==> src/hdl/bqc_pkg.sv <==
// ----------------------------------------------------------------------------
// bqc_pkg
// shared types and constants of the biquad cascade filter
// ----------------------------------------------------------------------------
`default_nettype none

package bqc_pkg;

    localparam int SAMPLE_W         = 24;
    localparam int COEF_W           = 32;
    localparam int NUM_W            = 4;
    localparam int ADDR_W           = 6;
    localparam int CFG_IDX_W        = 2;
    localparam int CFG_DATA_W       = 32;
    localparam int COEFS_PER_STAGE  = 5;
    localparam int DELAYS_PER_STAGE = 4;
    localparam int DLY_W            = DELAYS_PER_STAGE * SAMPLE_W;
    localparam int PROD_W           = COEF_W + SAMPLE_W;
    localparam int ACC_W            = PROD_W + 2;
    localparam int FRAC_SHIFT       = 30;
    localparam int Q_W              = ACC_W - FRAC_SHIFT;

    // coefficient address split: stage = (addr * 13) >> 6, exact for 6-bit addresses
    localparam int RECIP_MUL   = 13;
    localparam int RECIP_SHIFT = 6;
    localparam int RECIP_W     = ADDR_W + 4;

    localparam logic [CFG_IDX_W-1:0] REG_NUM_STAGES = 2'd0;
    localparam logic [CFG_IDX_W-1:0] REG_COEF_ADDR  = 2'd1;
    localparam logic [CFG_IDX_W-1:0] REG_COEF_DATA  = 2'd2;

    localparam logic [NUM_W-1:0]  NUM_STAGES_RST = 4'd1;

    localparam logic signed [SAMPLE_W-1:0] SAMPLE_MAX = 24'sh7FFFFF;
    localparam logic signed [SAMPLE_W-1:0] SAMPLE_MIN = 24'sh800000;
    localparam logic signed [ACC_W-1:0]    ROUND_BIAS = ACC_W'(1) << (FRAC_SHIFT - 1);

    typedef enum logic [2:0] {
        ST_IDLE,
        ST_MUL,
        ST_ADD1,
        ST_ADD2,
        ST_ADD3,
        ST_SAT
    } t_state;

    typedef struct packed {
        logic load_x;
        logic rd_en;
        logic mul;
        logic add1;
        logic add2;
        logic add3;
        logic sat_wr;
        logic load_out;
    } t_dp_cmd;

    typedef struct packed {
        logic out_full;
        logic out_taken;
    } t_dp_sts;

endpackage

`default_nettype wire

==> src/hdl/bqc_ctrl.sv <==
// ----------------------------------------------------------------------------
// bqc_ctrl
// sequencer that walks the active stages, five steps per stage
// ----------------------------------------------------------------------------
`default_nettype none

module bqc_ctrl #(
    parameter int MAX_STAGES = 8
) (
    input  wire logic                                           i_clk,
    input  wire logic                                           i_rst_n,
    input  wire logic                                           i_in_valid,
    output logic                                                o_in_ready,
    input  wire logic [(MAX_STAGES > 1 ? $clog2(MAX_STAGES) : 1)-1:0] i_last_stage,
    input  wire bqc_pkg::t_dp_sts                               i_sts,
    output bqc_pkg::t_dp_cmd                                    o_cmd,
    output logic [(MAX_STAGES > 1 ? $clog2(MAX_STAGES) : 1)-1:0] o_stage,
    output logic [(MAX_STAGES > 1 ? $clog2(MAX_STAGES) : 1)-1:0] o_rd_stage
);

    localparam int SW = (MAX_STAGES > 1) ? $clog2(MAX_STAGES) : 1;

    bqc_pkg::t_state r_state, n_state;
    logic [SW-1:0]   r_stage, n_stage;
    logic            w_is_last;
    logic            w_out_blocked;

    assign w_is_last     = (r_stage == i_last_stage);
    assign w_out_blocked = i_sts.out_full && !i_sts.out_taken;

    always_ff @(posedge i_clk) begin
        if (!i_rst_n) begin
            r_state <= bqc_pkg::ST_IDLE;
            r_stage <= '0;
        end else begin
            r_state <= n_state;
            r_stage <= n_stage;
        end
    end

    // next state
    always_comb begin
        n_state = r_state;
        n_stage = r_stage;
        case (r_state)
            bqc_pkg::ST_IDLE: begin
                if (i_in_valid) begin
                    n_state = bqc_pkg::ST_MUL;
                    n_stage = '0;
                end
            end
            bqc_pkg::ST_MUL:  n_state = bqc_pkg::ST_ADD1;
            bqc_pkg::ST_ADD1: n_state = bqc_pkg::ST_ADD2;
            bqc_pkg::ST_ADD2: n_state = bqc_pkg::ST_ADD3;
            bqc_pkg::ST_ADD3: begin
                if (!(w_is_last && w_out_blocked)) begin
                    n_state = bqc_pkg::ST_SAT;
                end
            end
            bqc_pkg::ST_SAT: begin
                if (w_is_last) begin
                    n_state = bqc_pkg::ST_IDLE;
                end else begin
                    n_state = bqc_pkg::ST_MUL;
                    n_stage = r_stage + SW'(1);
                end
            end
            default: n_state = bqc_pkg::ST_IDLE;
        endcase
    end

    // outputs
    always_comb begin
        o_cmd      = '0;
        o_in_ready = 1'b0;
        o_rd_stage = '0;
        case (r_state)
            bqc_pkg::ST_IDLE: begin
                o_in_ready = 1'b1;
                if (i_in_valid) begin
                    o_cmd.load_x = 1'b1;
                    o_cmd.rd_en  = 1'b1;
                end
            end
            bqc_pkg::ST_MUL:  o_cmd.mul  = 1'b1;
            bqc_pkg::ST_ADD1: o_cmd.add1 = 1'b1;
            bqc_pkg::ST_ADD2: o_cmd.add2 = 1'b1;
            bqc_pkg::ST_ADD3: o_cmd.add3 = 1'b1;
            bqc_pkg::ST_SAT: begin
                o_cmd.sat_wr = 1'b1;
                if (w_is_last) begin
                    o_cmd.load_out = 1'b1;
                end else begin
                    o_cmd.rd_en = 1'b1;
                    o_rd_stage  = r_stage + SW'(1);
                end
            end
            default: o_cmd = '0;
        endcase
    end

    assign o_stage = r_stage;

    a_load_out_free: assert property (@(posedge i_clk) disable iff (!i_rst_n)
        o_cmd.load_out |-> !w_out_blocked)
        else $error("result loaded over an untaken word");

    a_accept_starts: assert property (@(posedge i_clk) disable iff (!i_rst_n)
        (i_in_valid && o_in_ready) |=> (r_state == bqc_pkg::ST_MUL && r_stage == '0))
        else $error("accepted word did not start at the first stage");

    a_stage_bound: assert property (@(posedge i_clk) disable iff (!i_rst_n)
        (r_state != bqc_pkg::ST_IDLE) |-> (r_stage <= i_last_stage))
        else $error("stage counter ran past the last active stage");

endmodule

`default_nettype wire

==> config.mk <==
export PLATFORM = sky130hd
export DESIGN_NAME = bqc_ctrl
export DESIGN_NICKNAME = d
export VERILOG_FILES = /design/src/hdl/bqc_pkg.sv /design/src/hdl/bqc_ctrl.sv
export SDC_FILE = /design/constraint.sdc
export NUM_CORES = 1
export LEC_CHECK = 0
export BUFFER_PORTS_ARGS = -buffer_cell sky130_fd_sc_hd__clkbuf_2
export CAP_MARGIN = 5
export CORE_UTILIZATION = 28
export DETAILED_ROUTE_END_ITERATION = 12
export PLACE_DENSITY = 0.56
export RECOVER_POWER = 25
export SYNTH_ARGS = -nofsm -noshare
export SYNTH_HDL_FRONTEND = slang
export SYNTH_SLANG_ARGS = --single-unit
==> constraint.sdc <==
create_clock -name i_clk -period 1.4 [get_ports i_clk]
set_clock_uncertainty 0.05 [all_clocks]
set_input_delay 0.14 -clock i_clk [delete_from_list [all_inputs] [get_ports i_clk]]
set_output_delay 0.14 -clock i_clk [all_outputs]
set_load 0.02 [all_outputs]
==> reports/qor.yml, run 1 <==
use_met2: 0.315
busiest_layer: "met2"
p_sw_frac: 0.371
first_pass_iters: 2
gr-usage-met3: 0.0667
grt_max_degree: 8
grtUsageTotal: 0.184
hpwl_um: 726
nNetsFinal: 88
cts_tree: "built"
combPwrFrac: 0.509
place.port_buffers: 22
drtIter0Drc: 4
holdWs_ps: 131
crit_required_ps: 1210
syn-num-nets: 55
design_area_sq_um: 815
p_seq_frac: 0.288
dp_cells: 85
n_fill_cell: 104
hold_violations: 0
gp_congestion: 0.733
start_util: 0.308
cts-root-buf: "clkbuf_4"
outcome: "finished with violations"
grt_pass1_wl_mm: 1.85
rows: 13
violations: "setup timing"
rsz0062_at_grt: "true"
synth_cell_types: 22
finalSetupTns_ps: -672
first_global_vias: 426
placed_area_sq_um: 588
gr-total-overflow: 0
timing.fmax_mhz: 647
leakagePower_uw: 0.000358
seq_area_sq_um: 140
yosys_warnings: 0
endpoint_kind: "output port"
cp_data_arrival_time_ps: 1360
die_w_um: 40.1
viasPerCell: 4.73
vias: 435
internal_power_uw: 478
drcViolationCount: 0
seq_area_frac_synth: 0.296
maxCapViolCount: 0
drt_wl_total_mm: 1.15
antenna_found_initial: 0
pwr_density_cell_mw_per_mm2: 934
finalPower_uw: 761
worstSetupPathType: "flip-flop to output port"
cts_sinks: 6
grt_use_met1: 0.214
final_cell_mix: "11 x clkbuf_2, 8 x buf_4, 6 x buf_6"
syn_area_per_cell_sq_um: 8.81
slew_viol_final: 0
cts_buffers: 3
path_clk_slew_ps: 40
setup_viol: 6
min_period_ps: 1550
worst_pin_slew_ps: 361
drt-wirelength-per-cell_um: 12.5
worst_hold_path_type: "input pin to flip-flop"
n_antenna_cell: 0
die_y_um: 40.1
cts_htree_levels: 1
power_switching_uw: 283
netlist_instances: 46
pin_count: 23
synthToLayoutAreaGrowth_pct: 101
slew_headroom: 0.759
fin_ws_ps: -146
p_clk_frac: 0.202
clock_path_buffers: 2
cp_max_fo: 7
clk_latency_ps: 240
netlist_area_sq_um: 405
yosys_register_bits: 6
multi_input_comb_area_sq_um: 367
finalCritPeriodShare: 1.10
peakVddDrop_mv: 0.721
fin_cells: 92
drive_gt1_frac: 0.779
coreArea_sq_mm: 0.00132
ant_nets: 0
mostFrequentLayoutCell: "clkbuf_2"
startpoint_type: "flip-flop"
die_area_sq_mm: 0.00160
[state kept, by name, summed over array words and instances, names as in the netlist]
signal,cells
r_state,3
o_stage,3
[power groups by stage]
stage / registers, uW / logic (uW) / clock network [uW]
floorplan: 196 / 212 / 0
global placement: 224 / 279 / 0
detailed placement: 224 / 278 / 0
CTS: 217 / 334 / 157
global route: 223 / 420 / 177
finish: 219 / 388 / 154
[worst max-delay path, cell delays in order, from the launching register on]
cell,delay (ps)
dfxtp_4,350
xor2_4,160
o31ai_4,230
buf_6,190
nand2_4,60
buf_8,120
[through the flow]
step / setup slack (ps) / util
6_report: -146 / 0.618
5_1_grt: -204 / 0.618
4_1_cts: -133 / 0.574
3_5_place_dp: 21.7 / 0.446
3_3_place_gp: 48.3 / 0.446
2_1_floorplan: -52.5 / -
[area by class of cell]
type                            instances  share of cell area
Clock buffer                            3              0.0276
Inverter                                4              0.0184
Multi-Input combinational cell         33               0.450
Timing Repair Buffer                   31               0.309
Tap cell                               15              0.0230
Sequential cell                         6               0.172
[synth_stat cells (all sizes together)]
master,count,area (sq um)
or2,1,6.26
and3,3,18.8
o21a,4,30.0
xnor2,2,17.5
ha,1,12.5
nor4b,1,8.76
dfxtp,6,120
o41ai,1,8.76
and3b,1,10.0
buf,2,10.0
xor2,3,33.8
inv,4,15.0
nor3b,4,30.0
o31ai,1,21.3
clkbuf,1,5.00
nor2,4,15.0
a21oi,2,10.0
nand2,2,7.51
o21ai,1,5.00
nor3,1,10.0
o31a,1,10.0
[path summary, 6_finish.rpt]
path / slack (ps) / cells past startpoint / end / start
max: -150 / 5 / o_cmd[6] / o_stage[2]
min: 130 / 2 / r_state[2] / i_rst_n
max reg2reg: 70 / 5 / o_stage[2] / r_state[1]
min reg2reg: 530 / 2 / r_state[1] / r_state[2]
[repair_timing]
action                                  4_1_cts  5_1_grt
hold buffers                                  0        0
resized for setup                            27       29
endpoints found under the setup margin        9       10
endpoints found under the hold margin         0        0
buffers inserted                              4        0
pin swaps                                     4        8
[metal layers]
metal / vias up / share of wire
li1: 223 / -
met1: 199 / 0.40
met2: 11 / 0.56
met3: 2 / 0.039
met4: 0 / 0.0035
met5: - / 0
[cells by family after synthesis]
kind of cell               after synthesis  synth area share
DFF                                      6             0.296
and+or+nand+nor                         17             0.262
AOI/OAI and AO/OA                       10             0.210
xor gates and xnor gates                 5             0.127
adders and majority gates                1            0.0309
buffers and inverters                    7            0.0741
Note: power is estimated with default switching activity, not from simulation.
==> run 2, diff against run 1 <==
--- a/config.mk
+++ b/config.mk
@@ -7,9 +7,10 @@
 export LEC_CHECK = 0
 export BUFFER_PORTS_ARGS = -buffer_cell sky130_fd_sc_hd__clkbuf_2
 export CAP_MARGIN = 5
-export CORE_UTILIZATION = 28
+export CORE_AREA = 2 2 39 41
 export DETAILED_ROUTE_END_ITERATION = 12
-export PLACE_DENSITY = 0.56
+export DIE_AREA = 0 0 41 43
+export PLACE_DENSITY = 0.6
 export RECOVER_POWER = 25
 export SYNTH_ARGS = -nofsm -noshare
 export SYNTH_HDL_FRONTEND = slang
==> run 2 against run 1 <==
Compared with the run above:
- the flow still finishes with violations (setup timing)
- global-route usage down 5.7 points
- power rose by 6.2%
- core utilization is 1.2 points lower
- combinational power up 10%
- sequential cell count did not move
- routed wire length rose by 4.1%
- cell area is 2.9% higher
- critical path depth unchanged
- sequential share of layout area decreased by 0.49 points
- critical path type unchanged
- critical endpoint unchanged
- largest cell class unchanged
==> reports/qor.yml, run 2 (same netlist as run 1, synthesis figures left out) <==
seq_area_sq_um: 140  # unchanged
placed_area_sq_um: 582  # -1.1%
outcome: "finished with violations"
n_antenna_cell: 0  # unchanged
grt_max_degree: 8  # unchanged
worstSetupPathType: "flip-flop to output port"
place.port_buffers: 22  # unchanged
cts_buffers: 3  # unchanged
drtIter0Drc: 6  # +2
pwr_density_cell_mw_per_mm2: 964  # +3.2%
violations: "setup timing"
nNetsFinal: 92  # +4.5%
finalCritPeriodShare: 1.11  # +0.00334
grt_use_met1: 0.137  # -0.0770
mostFrequentLayoutCell: "buf_4"
hpwl_um: 725  # -0.15%
clk_latency_ps: 240  # about the same
setup_viol: 6  # unchanged
r2r-end: "r_state[0]"
worst_pin_slew_ps: 266  # -94.1 ps
die_area_sq_mm: 0.00176  # +9.9%
die_y_um: 43  # +7.4%
gr-total-overflow: 0  # unchanged
drcViolationCount: 0  # unchanged
grt_pass1_wl_mm: 1.46  # -21%
startpoint_type: "flip-flop"
cp_data_arrival_time_ps: 1360  # about the same
rsz0062_at_grt: "true"
drt-wirelength-per-cell_um: 12.4  # -1.3%
first_pass_iters: 3  # +1
holdPathStages: 2  # unchanged
slew_viol_final: 0  # unchanged
gr-usage-met3: 0.0157  # -0.0510
timing.fmax_mhz: 645  # -0.30%
crit_required_ps: 1210  # about the same
drive_gt1_frac: 0.778  # -0.00144
peakVddDrop_mv: 0.568  # -21%
min_period_ps: 1550  # +4.67 ps
path_buf_inv: 2  # unchanged
design_area_sq_um: 838  # +2.9%
vias: 441  # +1.4%
gp_congestion: 0.730  # -0.38%
r2r_slack_ps: 20  # -50 ps
cts-root-buf: "clkbuf_4"
path_clk_slew_ps: 40  # about the same
die_w_um: 41  # +2.4%
cts_sinks: 6  # unchanged
n_fill_cell: 106  # +1.9%
antenna_found_initial: 0  # unchanged
slew_headroom: 0.820  # +0.0609
whs_endpoint: "o_stage[2]"
min_from: "i_rst_n"
drt_wl_total_mm: 1.20  # +4.1%
path_cells: "xor2_2 -> o31ai_4 -> buf_6 -> nand2_2 -> buf_8"
worst_hold_path_type: "input pin to flip-flop"
final_cell_mix: "12 x buf_4, 11 x clkbuf_2, 6 x buf_6"
first_global_vias: 392  # -8.0%
multi_input_comb_area_sq_um: 359  # -2.0%
rows: 14  # +1
slowest_delay_ps: 330  # -20 ps
grtUsageTotal: 0.127  # -0.0573
cp_max_fo: 7  # unchanged
slowest_stage: "dfxtp_2"
synthToLayoutAreaGrowth_pct: 107
maxCapViolCount: 0  # unchanged
busiest_layer: "met2"
fin_ws_ps: -150  # -4.67 ps
clock_path_buffers: 2  # unchanged
pin_count: 23  # unchanged
use_met2: 0.206  # -0.108
ant_nets: 0  # unchanged
worst-r2r-cell-count: 5  # unchanged
start_util: 0.293  # -0.0147
critPathTopFamily: "flip-flops"
viasPerCell: 4.55  # -3.8%
leakagePower_uw: 0.000378  # +5.8%
coreArea_sq_mm: 0.00138  # +5.0%
r2r_start: "o_stage[1]"
hold_violations: 0  # unchanged
endpoint_kind: "output port"
cts_tree: "built"
finalSetupTns_ps: -685  # -13.8 ps
cts_htree_levels: 1  # unchanged
cts_hold_repair.buffers: 0  # unchanged
run 2: layout make-up:
| class | instances | share of cell area |
|---|---|---|
| flip-flops and latches | 6 | 0.167 |
| repair buffers | 35 | 0.336 |
| clock buffers | 3 | 0.0269 |
| well taps | 16 | 0.0239 |
| multi-input cells | 33 | 0.428 |
| inverters | 4 | 0.0179 |
run 2: worst max-delay path by stage:
stage / start / cells past startpoint / to / slack [ps]
finish: o_stage[0] / 5 / o_cmd[6] / -150
global placement: o_stage[0] / 5 / r_state[0] / 50
global route: o_stage[0] / 5 / o_cmd[6] / -200
detailed placement: o_stage[2] / 4 / o_cmd[6] / 30
CTS: o_stage[1] / 5 / o_cmd[6] / -160
floorplan: o_stage[0] / 4 / o_stage[2] / -50
run 2: through the flow:
stage	util	cells	hold slack (ps)	power, uW	worst slack (ps)
finish	0.606	97	145	808	-150
global route	0.606	97	151	848	-197
CTS	0.542	92	124	706	-163
detailed placement	0.420	85	385	491	30.6
global placement	0.420	85	388	492	45.4
floorplan	-	46	207	409	-52.5
run 2: where the power goes:
| group | switching, uW | total [uW] | leakage, uW | internal, uW |
|---|---|---|---|---|
| Clock | 58.2 | 155 | 0.0000138 | 96.7 |
| Combinational | 207 | 427 | 0.000311 | 220 |
| Sequential | 33.1 | 226 | 0.0000530 | 193 |
| Total | 298 | 808 | 0.000378 | 510 |
run 2: routing by layer:
layer	vias up	routed length (um)
li1	227	-
met5	-	0
met1	205	525
met2	7	629
met4	0	19
met3	2	25
run 2: timing repair:
item | CTS | global route
resized for setup | 27 | 27
pin swaps | 7 | 4
setup endpoints to repair | 9 | 9
buffers inserted | 4 | 5
